==> src/hdl/billet_feeder_sequencer_assert.svh <==
// Assertion macros for the billet feeder sequencer.
`ifndef BILLET_FEEDER_SEQUENCER_ASSERT_SVH
`define BILLET_FEEDER_SEQUENCER_ASSERT_SVH
`ifndef NO_ASSERTIONS
`define BFS_ASSERT_IMP(lbl, clk, rst_n, a, c) \
	lbl: assert property (@(posedge clk) disable iff (!rst_n) (a) |-> (c)) \
	else $error("assertion failed");
`define BFS_ASSERT_NEXT(lbl, clk, rst_n, a, c) \
	lbl: assert property (@(posedge clk) disable iff (!rst_n) (a) |=> (c)) \
	else $error("assertion failed");
`else
`define BFS_ASSERT_IMP(lbl, clk, rst_n, a, c)
`define BFS_ASSERT_NEXT(lbl, clk, rst_n, a, c)
`endif
`endif

==> src/hdl/bfs_pkg.sv <==
// Package for the billet feeder sequencer: state codes, indexes, widths.
`timescale 1ns / 1ps
package bfs_pkg;
	localparam int SHIFT_BITS_DEF = 16;
	localparam int TIMER_BITS_DEF = 15;
	localparam int REG_BITS = 15;
	localparam logic [REG_BITS-1:0] METER_MAX = 15'd32767;

	typedef enum logic [3:0] {
		ST_ERR = 4'd0, ST_STOP = 4'd1, ST_START = 4'd2, ST_F0 = 4'd3,
		ST_F1 = 4'd4, ST_F2 = 4'd5, ST_F3 = 4'd6, ST_F4 = 4'd7,
		ST_F5 = 4'd8, ST_F6 = 4'd9, ST_F7 = 4'd10
	} seq_st_t;

	typedef enum logic [2:0] {
		MD_STOP = 3'd0, MD_CYCLE = 3'd1, MD_UNLOAD = 3'd2,
		MD_REVERSE = 3'd3, MD_ERR = 3'd4
	} mode_st_t;

	typedef enum logic [2:0] {
		FLT_NONE = 3'd0, FLT_S1 = 3'd1, FLT_S2 = 3'd2, FLT_S3 = 3'd3,
		FLT_S4 = 3'd4, FLT_ROT = 3'd5, FLT_ESTOP = 3'd6
	} fault_t;

	typedef enum logic [2:0] {
		REG_MOVE = 3'd0, REG_ROTATE = 3'd1, REG_CYCLE = 3'd2, REG_RETRY = 3'd3,
		REG_IGN_S1 = 3'd4, REG_IGN_S23 = 3'd5, REG_IGN_S4 = 3'd6, REG_INV_S6 = 3'd7
	} reg_idx_t;

	// drive bit positions
	localparam int D_P1 = 0;
	localparam int D_P2 = 1;
	localparam int D_P3 = 2;
	localparam int D_M1 = 3;
	localparam int D_M2 = 4;
	localparam int D_M3 = 5;
	localparam int D_M3R = 6;
	// billet flag positions
	localparam int FL_Z2 = 0;
	localparam int FL_Z3 = 1;
	localparam int FL_Z4 = 2;
endpackage

==> src/hdl/billet_feeder_sequencer.sv <==
// Billet feeder sequencer top level: one control tick per input item.
//
// Each accepted item is one control tick; the feed, advance and mode machines
// are evaluated together from the held state and the tick's levels, and the
// result item is registered. A new tick is accepted every cycle as long as
// the result register is empty or being drained, so the block runs at one
// item per cycle; result valid follows in the cycle after acceptance.
// Configuration is written through cfg_valid/cfg_ready at any time the block
// is idle.
`timescale 1ns / 1ps
`include "billet_feeder_sequencer_assert.svh"
module billet_feeder_sequencer #(
	parameter int SHIFT_BITS = bfs_pkg::SHIFT_BITS_DEF,
	parameter int TIMER_BITS = bfs_pkg::TIMER_BITS_DEF
) (
	input  logic clk,
	input  logic arst_n,
	input  logic s_axis_tvalid,
	output logic s_axis_tready,
	// s1, s2, s3, s4, s6, cycle, unload, reverse, estop_ok, service; 6 zero pad
	input  logic [15:0] s_axis_tdata,
	output logic m_axis_tvalid,
	input  logic m_axis_tready,
	// p1,p2,p3,m1,m2,m3,m3r[6:0], fault[9:7], feed[13:10], adv[17:14],
	// billets[SHIFT_BITS+17:18], measured cycle next 15 bits, zero pad
	output logic [((SHIFT_BITS+33+7)/8)*8-1:0] m_axis_tdata,
	input  logic cfg_valid,
	output logic cfg_ready,
	input  logic [2:0] cfg_index,
	input  logic [14:0] cfg_data
);
	localparam int RB = bfs_pkg::REG_BITS;
	localparam int OW = ((SHIFT_BITS+33+7)/8)*8;
	localparam int PAD = OW - SHIFT_BITS - 33;

	// configuration registers
	logic [RB-1:0] move_time_q, rotate_time_q, cycle_time_q, retry_limit_q;
	logic ign_s1_q, ign_s23_q, ign_s4_q, inv_s6_q;
	assign cfg_ready = 1'b1;
	always_ff @(posedge clk or negedge arst_n) begin
		if (!arst_n) begin
			move_time_q <= 15'd50; rotate_time_q <= 15'd500;
			cycle_time_q <= '0; retry_limit_q <= 15'd3;
			ign_s1_q <= 1'b0; ign_s23_q <= 1'b0; ign_s4_q <= 1'b0; inv_s6_q <= 1'b0;
		end else if (cfg_valid) begin
			case (cfg_index)
				bfs_pkg::REG_MOVE:    move_time_q <= cfg_data;
				bfs_pkg::REG_ROTATE:  rotate_time_q <= cfg_data;
				bfs_pkg::REG_CYCLE:   cycle_time_q <= cfg_data;
				bfs_pkg::REG_RETRY:   retry_limit_q <= cfg_data;
				bfs_pkg::REG_IGN_S1:  ign_s1_q <= cfg_data[0];
				bfs_pkg::REG_IGN_S23: ign_s23_q <= cfg_data[0];
				bfs_pkg::REG_IGN_S4:  ign_s4_q <= cfg_data[0];
				bfs_pkg::REG_INV_S6:  inv_s6_q <= cfg_data[0];
				default: ;
			endcase
		end
	end

	// timer loads fit the 15-bit registers to the timer width, truncating or zero-extending
	function automatic logic [TIMER_BITS-1:0] ld(input logic [RB-1:0] v);
		logic [31:0] w;
		w = 32'(v);
		return w[TIMER_BITS-1:0];
	endfunction

	// machine state
	bfs_pkg::seq_st_t feed_q, adv_q;
	bfs_pkg::mode_st_t mode_q;
	logic [TIMER_BITS-1:0] feed_tmr_q, adv_tmr_q, cyc_tmr_q;
	logic [RB-1:0] meter_q, retries_q, last_q;
	logic auto_q, next_q;
	logic [2:0] flags_q;
	logic [SHIFT_BITS-1:0] shift_q;
	logic [6:0] drv_q;
	bfs_pkg::fault_t fault_q;

	bfs_pkg::seq_st_t feed_d, adv_d;
	bfs_pkg::mode_st_t mode_d;
	logic [TIMER_BITS-1:0] feed_tmr_d, adv_tmr_d, cyc_tmr_d;
	logic [RB-1:0] meter_d, retries_d, last_d;
	logic auto_d, next_d;
	logic [2:0] flags_d;
	logic [SHIFT_BITS-1:0] shift_d;
	logic [6:0] drv_d;
	bfs_pkg::fault_t fault_d;

	logic s1, s2, s3, s4, s6, cyc, unl, rev, ok, svc;
	logic s2_on, s4_on, s2_off, lvl;
	logic tick;

	assign {svc, ok, rev, unl, cyc, s6, s4, s3, s2, s1} = s_axis_tdata[9:0];
	assign s_axis_tready = !m_axis_tvalid || m_axis_tready;
	assign tick = s_axis_tvalid && s_axis_tready;

	// next-state logic: timers, then feed, advance and mode in order
	always_comb begin
		feed_d = feed_q; adv_d = adv_q; mode_d = mode_q;
		feed_tmr_d = feed_tmr_q; adv_tmr_d = adv_tmr_q; cyc_tmr_d = cyc_tmr_q;
		meter_d = meter_q; retries_d = retries_q; last_d = last_q;
		auto_d = auto_q; next_d = next_q; flags_d = flags_q;
		shift_d = shift_q; drv_d = drv_q; fault_d = fault_q;
		s2_on = s2 && !ign_s23_q;
		s4_on = s4 && !ign_s4_q;
		s2_off = !s2 && !ign_s23_q;
		lvl = s6 ^ inv_s6_q;
		if (!svc) begin
			if (cyc_tmr_d != '0) cyc_tmr_d = cyc_tmr_d - 1'b1;
			if (feed_tmr_d != '0) feed_tmr_d = feed_tmr_d - 1'b1;
			if (adv_tmr_d != '0) adv_tmr_d = adv_tmr_d - 1'b1;
			if (meter_d < bfs_pkg::METER_MAX) meter_d = meter_d + 1'b1;

			// feed machine
			case (feed_q)
				bfs_pkg::ST_ERR: begin
					drv_d[bfs_pkg::D_P1] = 1'b0; drv_d[bfs_pkg::D_P2] = 1'b0;
					drv_d[bfs_pkg::D_M1] = 1'b0;
					if (!auto_q) feed_d = bfs_pkg::ST_STOP;
				end
				bfs_pkg::ST_STOP: begin
					drv_d[bfs_pkg::D_P1] = 1'b0; drv_d[bfs_pkg::D_P2] = 1'b0;
					drv_d[bfs_pkg::D_M1] = 1'b0;
					fault_d = bfs_pkg::FLT_NONE;
					if (auto_q) feed_d = bfs_pkg::ST_START;
				end
				bfs_pkg::ST_START: begin
					retries_d = retry_limit_q;
					feed_d = bfs_pkg::ST_F0;
					drv_d[bfs_pkg::D_M1] = 1'b1;
				end
				bfs_pkg::ST_F0: begin
					drv_d[bfs_pkg::D_P1] = 1'b1; feed_tmr_d = ld(move_time_q);
					feed_d = bfs_pkg::ST_F1;
				end
				bfs_pkg::ST_F1: begin
					if (feed_tmr_d == '0) begin
						drv_d[bfs_pkg::D_P1] = 1'b0; feed_tmr_d = ld(move_time_q);
						feed_d = bfs_pkg::ST_F2;
						flags_d[bfs_pkg::FL_Z3] = flags_d[bfs_pkg::FL_Z2];
					end
				end
				bfs_pkg::ST_F2, bfs_pkg::ST_F3: begin
					if (feed_q == bfs_pkg::ST_F2 && feed_tmr_d == '0) begin
						if (s1 && !ign_s1_q) begin
							if (retries_d != '0) begin
								retries_d = retries_d - 1'b1;
								feed_d = auto_q ? bfs_pkg::ST_F0 : bfs_pkg::ST_STOP;
							end else begin
								fault_d = bfs_pkg::FLT_S1; feed_d = bfs_pkg::ST_ERR;
							end
							flags_d[bfs_pkg::FL_Z2] = 1'b0;
						end else begin
							feed_d = bfs_pkg::ST_F3;
							flags_d[bfs_pkg::FL_Z2] = 1'b1;
						end
					end
					// wait for the gate: a pending billet moves on to F4
					if (next_d) begin
						next_d = 1'b0;
						drv_d[bfs_pkg::D_P2] = 1'b1; feed_tmr_d = ld(move_time_q);
						feed_d = bfs_pkg::ST_F4;
					end
				end
				bfs_pkg::ST_F4: begin
					if (s4_on) begin
						drv_d[bfs_pkg::D_P2] = 1'b0; feed_tmr_d = ld(move_time_q);
						feed_d = bfs_pkg::ST_F5;
						flags_d[bfs_pkg::FL_Z4] = 1'b1;
					end
					if (feed_tmr_d == '0) begin
						drv_d[bfs_pkg::D_P2] = 1'b0; feed_tmr_d = ld(move_time_q);
						feed_d = bfs_pkg::ST_F6;
						if (s2_on) begin
							fault_d = bfs_pkg::FLT_S2; feed_d = bfs_pkg::ST_ERR;
						end
					end
				end
				bfs_pkg::ST_F5: begin
					if (feed_tmr_d == '0) begin
						if (s4_on) begin
							fault_d = bfs_pkg::FLT_S4; feed_d = bfs_pkg::ST_ERR;
						end else feed_d = auto_q ? bfs_pkg::ST_START : bfs_pkg::ST_STOP;
						if (s2_off) begin
							fault_d = bfs_pkg::FLT_S2; feed_d = bfs_pkg::ST_ERR;
						end
					end
				end
				bfs_pkg::ST_F6: begin
					if (s4_on) begin
						flags_d[bfs_pkg::FL_Z4] = 1'b1;
						feed_tmr_d = ld(move_time_q);
						feed_d = bfs_pkg::ST_F5;
					end
					if (feed_tmr_d == '0) begin
						flags_d[bfs_pkg::FL_Z4] = ign_s4_q;
						feed_d = auto_q ? bfs_pkg::ST_START : bfs_pkg::ST_STOP;
						if (s2_off) begin
							fault_d = bfs_pkg::FLT_S2; feed_d = bfs_pkg::ST_ERR;
						end
					end
				end
				default: ;
			endcase

			// advance machine
			case (adv_q)
				bfs_pkg::ST_ERR: begin
					drv_d[bfs_pkg::D_M2] = 1'b0; drv_d[bfs_pkg::D_M3] = 1'b0;
					drv_d[bfs_pkg::D_M3R] = 1'b0;
					if (!auto_q) adv_d = bfs_pkg::ST_STOP;
				end
				bfs_pkg::ST_STOP: begin
					drv_d[bfs_pkg::D_P3] = 1'b0;
					fault_d = bfs_pkg::FLT_NONE;
					if (auto_q) adv_d = bfs_pkg::ST_START;
				end
				bfs_pkg::ST_START: begin
					adv_d = bfs_pkg::ST_F0;
					drv_d[bfs_pkg::D_M2] = 1'b1;
					if (!s3 && !ign_s23_q) begin
						fault_d = bfs_pkg::FLT_S3; adv_d = bfs_pkg::ST_ERR;
					end
				end
				bfs_pkg::ST_F0: begin
					if (feed_d >= bfs_pkg::ST_STOP && feed_d <= bfs_pkg::ST_F3)
						drv_d[bfs_pkg::D_P3] = 1'b1;
					adv_tmr_d = ld(move_time_q);
					adv_d = bfs_pkg::ST_F1;
				end
				bfs_pkg::ST_F1: begin
					if (adv_tmr_d == '0) begin
						adv_d = bfs_pkg::ST_F2; adv_tmr_d = ld(rotate_time_q);
					end
				end
				bfs_pkg::ST_F2, bfs_pkg::ST_F3: begin
					drv_d[bfs_pkg::D_M3] = 1'b1;
					if (adv_q == bfs_pkg::ST_F2) begin
						if (!lvl) adv_d = bfs_pkg::ST_F3;
					end else if (lvl) adv_d = bfs_pkg::ST_F4;
					if (adv_tmr_d == '0) begin
						adv_tmr_d = ld(move_time_q);
						adv_d = bfs_pkg::ST_F6;
						drv_d[bfs_pkg::D_M3] = 1'b0;
					end
				end
				bfs_pkg::ST_F4: begin
					shift_d = {shift_q[SHIFT_BITS-2:0], 1'b0};
					adv_d = bfs_pkg::ST_F5;
					if (drv_d[bfs_pkg::D_P3]) begin
						if (s3 && !ign_s23_q) begin
							fault_d = bfs_pkg::FLT_S3; adv_d = bfs_pkg::ST_ERR;
						end else begin
							shift_d[0] = flags_d[bfs_pkg::FL_Z4];
							flags_d[bfs_pkg::FL_Z4] = 1'b0;
							next_d = 1'b1;
						end
					end
					drv_d[bfs_pkg::D_P3] = 1'b0; drv_d[bfs_pkg::D_M3] = 1'b0;
					adv_tmr_d = ld(move_time_q);
				end
				bfs_pkg::ST_F5: begin
					next_d = 1'b0;
					if (adv_tmr_d == '0 && cyc_tmr_d == '0) begin
						if (auto_q) adv_d = bfs_pkg::ST_START;
						else begin
							adv_d = bfs_pkg::ST_STOP;
							drv_d[bfs_pkg::D_M2] = 1'b0; drv_d[bfs_pkg::D_M3] = 1'b0;
						end
						cyc_tmr_d = ld(cycle_time_q);
						last_d = meter_d;
						meter_d = '0;
					end
				end
				bfs_pkg::ST_F6: begin
					if (adv_tmr_d == '0) begin
						adv_tmr_d = ld(move_time_q);
						adv_d = bfs_pkg::ST_F7;
						drv_d[bfs_pkg::D_M3R] = 1'b1;
					end
				end
				bfs_pkg::ST_F7: begin
					if (adv_tmr_d == '0) begin
						adv_d = bfs_pkg::ST_ERR; fault_d = bfs_pkg::FLT_ROT;
					end
				end
				default: ;
			endcase

			// mode machine
			case (mode_q)
				bfs_pkg::MD_ERR: begin
					drv_d[bfs_pkg::D_M1] = 1'b0; drv_d[bfs_pkg::D_M2] = 1'b0;
					drv_d[bfs_pkg::D_M3] = 1'b0; drv_d[bfs_pkg::D_M3R] = 1'b0;
					if (ok) mode_d = bfs_pkg::MD_STOP;
				end
				bfs_pkg::MD_STOP: begin
					fault_d = bfs_pkg::FLT_NONE;
					if (cyc) mode_d = bfs_pkg::MD_CYCLE;
					if (unl) mode_d = bfs_pkg::MD_UNLOAD;
					if (rev) mode_d = bfs_pkg::MD_REVERSE;
				end
				bfs_pkg::MD_CYCLE: begin
					if (cyc) auto_d = 1'b1;
					else begin
						auto_d = 1'b0; mode_d = bfs_pkg::MD_STOP;
					end
					if (!ok) begin
						feed_d = bfs_pkg::ST_ERR; adv_d = bfs_pkg::ST_ERR;
						mode_d = bfs_pkg::MD_ERR; fault_d = bfs_pkg::FLT_ESTOP;
					end
				end
				bfs_pkg::MD_UNLOAD: begin
					if (unl) begin
						drv_d[bfs_pkg::D_M2] = 1'b1; drv_d[bfs_pkg::D_M3] = 1'b1;
					end else begin
						drv_d[bfs_pkg::D_M2] = 1'b0; drv_d[bfs_pkg::D_M3] = 1'b0;
						mode_d = bfs_pkg::MD_STOP;
					end
					if (!ok) begin
						mode_d = bfs_pkg::MD_ERR; fault_d = bfs_pkg::FLT_ESTOP;
					end
				end
				bfs_pkg::MD_REVERSE: begin
					if (rev) drv_d[bfs_pkg::D_M3R] = 1'b1;
					else begin
						drv_d[bfs_pkg::D_M3R] = 1'b0; mode_d = bfs_pkg::MD_STOP;
					end
					if (!ok) begin
						mode_d = bfs_pkg::MD_ERR; fault_d = bfs_pkg::FLT_ESTOP;
					end
				end
				default: ;
			endcase
		end
	end

	// state registers, updated once per accepted tick
	always_ff @(posedge clk or negedge arst_n) begin
		if (!arst_n) begin
			feed_q <= bfs_pkg::ST_STOP; adv_q <= bfs_pkg::ST_STOP;
			mode_q <= bfs_pkg::MD_STOP;
			feed_tmr_q <= '0; adv_tmr_q <= '0; cyc_tmr_q <= '0;
			meter_q <= '0; retries_q <= '0; last_q <= '0;
			auto_q <= 1'b0; next_q <= 1'b0; flags_q <= '0;
			shift_q <= '0; drv_q <= '0; fault_q <= bfs_pkg::FLT_NONE;
		end else if (tick) begin
			feed_q <= feed_d; adv_q <= adv_d; mode_q <= mode_d;
			feed_tmr_q <= feed_tmr_d; adv_tmr_q <= adv_tmr_d; cyc_tmr_q <= cyc_tmr_d;
			meter_q <= meter_d; retries_q <= retries_d; last_q <= last_d;
			auto_q <= auto_d; next_q <= next_d; flags_q <= flags_d;
			shift_q <= shift_d; drv_q <= drv_d; fault_q <= fault_d;
		end
	end

	// result register
	logic out_vld_q;
	logic [OW-1:0] out_q;
	always_ff @(posedge clk or negedge arst_n) begin
		if (!arst_n) out_vld_q <= 1'b0;
		else if (tick) out_vld_q <= 1'b1;
		else if (m_axis_tready) out_vld_q <= 1'b0;
	end
	always_ff @(posedge clk) begin
		if (tick)
			out_q <= {{PAD{1'b0}}, last_d, shift_d, 4'(adv_d), 4'(feed_d),
				3'(fault_d), drv_d};
	end
	assign m_axis_tvalid = out_vld_q;
	assign m_axis_tdata = out_q;

	`BFS_ASSERT_NEXT(a_tick_out, clk, arst_n, tick, m_axis_tvalid)
	`BFS_ASSERT_NEXT(a_hold, clk, arst_n, m_axis_tvalid && !m_axis_tready, $stable(m_axis_tdata))
	`BFS_ASSERT_NEXT(a_service, clk, arst_n, tick && svc, $stable(shift_q) && $stable(feed_q))
	`BFS_ASSERT_IMP(a_seq_range, clk, arst_n, 1'b1, feed_q <= bfs_pkg::ST_F7 && adv_q <= bfs_pkg::ST_F7)
	`BFS_ASSERT_IMP(a_mode_range, clk, arst_n, 1'b1, mode_q <= bfs_pkg::MD_ERR)
endmodule
==> config.mk <==
export PLATFORM = sky130hd
export DESIGN_NAME = billet_feeder_sequencer
export DESIGN_NICKNAME = d
export VERILOG_FILES = /design/src/hdl/bfs_pkg.sv /design/src/hdl/billet_feeder_sequencer.sv
export VERILOG_INCLUDE_DIRS = /design/src /design/src/hdl
export SDC_FILE = /design/constraint.sdc
export NUM_CORES = 1
export LEC_CHECK = 0
export BUFFER_PORTS_ARGS = -buffer_cell sky130_fd_sc_hd__buf_4
export CORE_ASPECT_RATIO = 1.25
export CORE_MARGIN = 10
export CORE_UTILIZATION = 50
export DETAILED_ROUTE_END_ITERATION = 10
export HOLD_SLACK_MARGIN = 0.06
export PLACE_DENSITY = 0.78
export SYNTH_ARGS = -nofsm -noshare
export SYNTH_HDL_FRONTEND = slang
export SYNTH_SLANG_ARGS = --single-unit
==> constraint.sdc <==
create_clock -name clk -period 6.5 [get_ports clk]
set_clock_uncertainty 0.05 [all_clocks]
set_input_delay 1.3 -clock clk [delete_from_list [all_inputs] [get_ports clk]]
set_output_delay 1.3 -clock clk [all_outputs]
set_load 0.05 [all_outputs]
==> flow_metrics.env <==
export IMPL_outcome="completed"
export IMPL_hp_start="last_q[13]"
export IMPL_layoutNonFillerInstCount=1952
export IMPL_worstMarginPinSlew_ps=1225
export IMPL_cp_arrival_ps=5100
export IMPL_dr_pass1_iters=6
export IMPL_timing_final_ws_setup_ps=1612
export IMPL_syn_cell_area_sq_um=13850
export IMPL_die_w_microns=168.9
export IMPL_core_sq_um=27480
export IMPL_final_util=0.5622
export IMPL_synth_seq_cells=244
export IMPL_path_clk_slew_ps=60
export IMPL_n_antenna_cell=0
export IMPL_grt_max_degree=124
export IMPL_ys_seq_area_frac=0.4597
export IMPL_die_height_microns=206.1
export IMPL_gr_usage_all_layers=0.2103
export IMPL_power_leakage_nw=6.293
export IMPL_end_kind="register"
export IMPL_gp_congestion=0.9698
export IMPL_max_freq_mhz=204.6
export IMPL_setup_viol=0
export IMPL_ys_async_sr_fraction=0.7992
export IMPL_via_per_inst=6.243
export IMPL_hold_viol=0
export IMPL_synth_top_area_share=0.3288
export IMPL_power_density_nw_per_um2=399.3
export IMPL_grt_pass1_vias=11760
export IMPL_critPathLaunchType="register"
export IMPL_hold_class="reg2reg"
export IMPL_finalCritPeriodShare=0.7520
export IMPL_relSlewSlack=0.1789
export IMPL_drv_slew=0
export IMPL_postRouteAntennaNets=0
export IMPL_rsz0062_at_grt="no"
export IMPL_routed_wl_mm=37.60
export IMPL_post_cts_repair_setup_buffers=0
export IMPL_vias=12190
export IMPL_syn_to_final_growth_pct=11.55
export IMPL_cp_max_fo=17
export IMPL_synth_top_flop_cell="dfrtp_1"
export IMPL_drc=0
export IMPL_synth_avg_cell_area_sq_um=8.913
export IMPL_regToRegSetupSlack_ps=1610
export IMPL_required_ps=6710
export IMPL_drt_initial_drc_count=1014
export IMPL_whs_ps=430.0
export IMPL_dp_hpwl_mm=26.67
export IMPL_dpl_cell_area_sq_um=14610
export IMPL_overflow=0
export IMPL_finalSetupTns_ps=0
export IMPL_antenna_found_initial=0
export IMPL_cts_resized=0
export IMPL_post_place_ws_ps=1718
export IMPL_start_util=0.5040
export IMPL_fin_crit_ps=4888
export IMPL_place_inst=1906
export IMPL_insertion_delay_ps=530
export IMPL_holdBufCountCts=0
export IMPL_row_count=68
export IMPL_synthDistinctLibCells=93
export IMPL_cts_tree="yes"
export IMPL_clock_sinks=244
export IMPL_crit_type="reg2reg"
export IMPL_maxCapViolCount=0
export IMPL_h_tree_depth=1
export IMPL_hold_depth=2
export IMPL_synth_top_cell_by_area="dfrtp_1"
export IMPL_wire_per_inst_microns=19.26
export IMPL_dieArea_sq_um=34800
export IMPL_worstHoldEndpoint="last_q[13]"
export IMPL_ir_worst_vdd_v=0.0002340
export IMPL_r2r_end="m_axis_tdata[2]"
export IMPL_cts_inserted_buffers=25
export IMPL_finalPower_mw=6.169
export IMPL_grt_first_pass_wirelength_mm=60.98
export IMPL_r2r_start="feed_tmr_q[0]"
export IMPL_final_area_sq_um=15450
export IMPL_io_buffers=83
export IMPL_synth_edf_count=49
export IMPL_ios=98
export IMPL_synthTopCellsByArea="dfrtp_1, edfxtp_1, nand2_1"
export IMPL_drive_gt1_frac=0.1635
export IMPL_cts_buffer_depth=3
export IMPL_cts_root_buf="clkbuf_16"
export IMPL_ys_warn_count=0
export IMPL_rr_worst_depth=12
export IMPL_nets=1628
export IMPL_syn_inst=1554
-- how the worst max path moves through the flow --
stage,from,to
after floorplan,m_axis_tready,m_axis_tdata[0]
after global placement,feed_tmr_q[0],m_axis_tdata[2]
after detailed placement,feed_tmr_q[0],m_axis_tdata[2]
after CTS,feed_tmr_q[0],m_axis_tdata[2]
after global routing,feed_tmr_q[0],m_axis_tdata[2]
final,feed_tmr_q[0],m_axis_tdata[2]
-- area by class of cell --
cell class | count | area [sq um]
clock buffers | 39 | 749.5
clock inverters | 7 | 91.34
fillers | 2458 | 12030
inverters | 36 | 135.1
multi-input cells | 1180 | 6943
flip-flops and latches | 244 | 6367
well taps | 350 | 437.9
repair buffers | 96 | 726.9
-- power breakdown --
group | leakage [nW] | internal, mW | switching [mW]
Sequential | 2.93 | 1.93 | 0.535
Combinational | 2.95 | 0.871 | 1.36
Clock | 0.410 | 0.872 | 0.598
-- critical path, stage by stage, from the launching register on --
cell and delay (ps):
dfrtp_1 470, inv_1 140, ha_1 200, or3b_2 530, nor4_4 630, o31ai_1 250
or3_1 460, nor4_4 760, a21oi_1 210, nor4b_2 500, nand2_1 100, o21ai_1 220
o22ai_2 110
-- per-layer routing --
layer | vias up | GRT usage | routed length (microns)
li1 | 5683 | - | -
met1 | 5895 | 0.2542 | 14980
met2 | 496 | 0.3588 | 18240
met3 | 112 | 0.03215 | 2579
met4 | 0 | 0.1037 | 1797
met5 | - | 0 | 0
-- state kept, by name, summed over array words and instances (netlist names), 15 cells and up --
signal,cells
retry_limit_q,15
cycle_time_q,15
last_q,15
rotate_time_q,15
retries_q,15
move_time_q,15
adv_tmr_q,15
shift_q,16
cyc_tmr_q,15
meter_q,15
m_axis_tdata,49
feed_tmr_q,15
-- synthesized netlist by cell type, types with 7 or more instances --
cell / count
nor3_1: 43
clkbuf_1: 72
nand3_1: 26
mux2_2: 65
and3_1: 15
a221oi_1: 10
o21ai_1: 18
o31ai_1: 24
nand4_1: 16
or4_1: 9
nor2b_1: 11
a21oi_1: 109
nand2_1: 257
a21o_1: 7
and2_1: 7
xnor2_1: 14
o41ai_1: 8
dfstp_2: 13
buf_4: 9
or3_1: 17
mux2i_1: 7
edfxtp_1: 49
xor2_1: 8
nor2_1: 128
nor4_1: 18
inv_1: 34
nand2b_1: 17
nor3b_1: 9
a22oi_1: 16
a22o_1: 7
o22ai_1: 17
a31oi_1: 16
dfrtp_1: 182
buf_2: 12
or2_2: 12
o21ai_0: 152
-- logic make-up (layout without fill, tap and decap cells) --
logic type	Yosys count	after routing	synth area share
adder cells (fa/ha/maj)	6	6	0.005420
XOR/XNOR	22	22	0.01391
AND/OR/NAND/NOR	625	625	0.2213
AO/OA/AOI/OAI	447	447	0.1991
buffers and inverters	136	178	0.04210
multiplexers	72	72	0.05790
other	2	8	0.0005422
flip-flops	244	244	0.4597
-- cell usage in the layout (no fill, tap or decap), types with 9 or more instances in the layout --
cell type,netlist,layout
mux2_2,65,65
clkbuf_16,0,26
nand2_1,257,256
nor2b_1,11,11
dfrtp_1,182,182
a21oi_1,109,109
nand3_1,26,26
dfstp_2,13,13
o22ai_1,17,17
nor2_1,128,127
inv_1,34,33
nand2b_1,17,17
xnor2_1,14,14
o21ai_1,18,19
buf_4,9,95
or4_1,9,9
nor3_1,43,42
o21ai_0,152,151
a31oi_1,16,16
edfxtp_1,49,49
or3_1,17,17
a22oi_1,16,16
or2_2,12,12
nor4_1,18,18
and3_1,15,15
nand4_1,16,16
a221oi_1,10,10
o31ai_1,24,24
(Power assumes the default switching activity.)
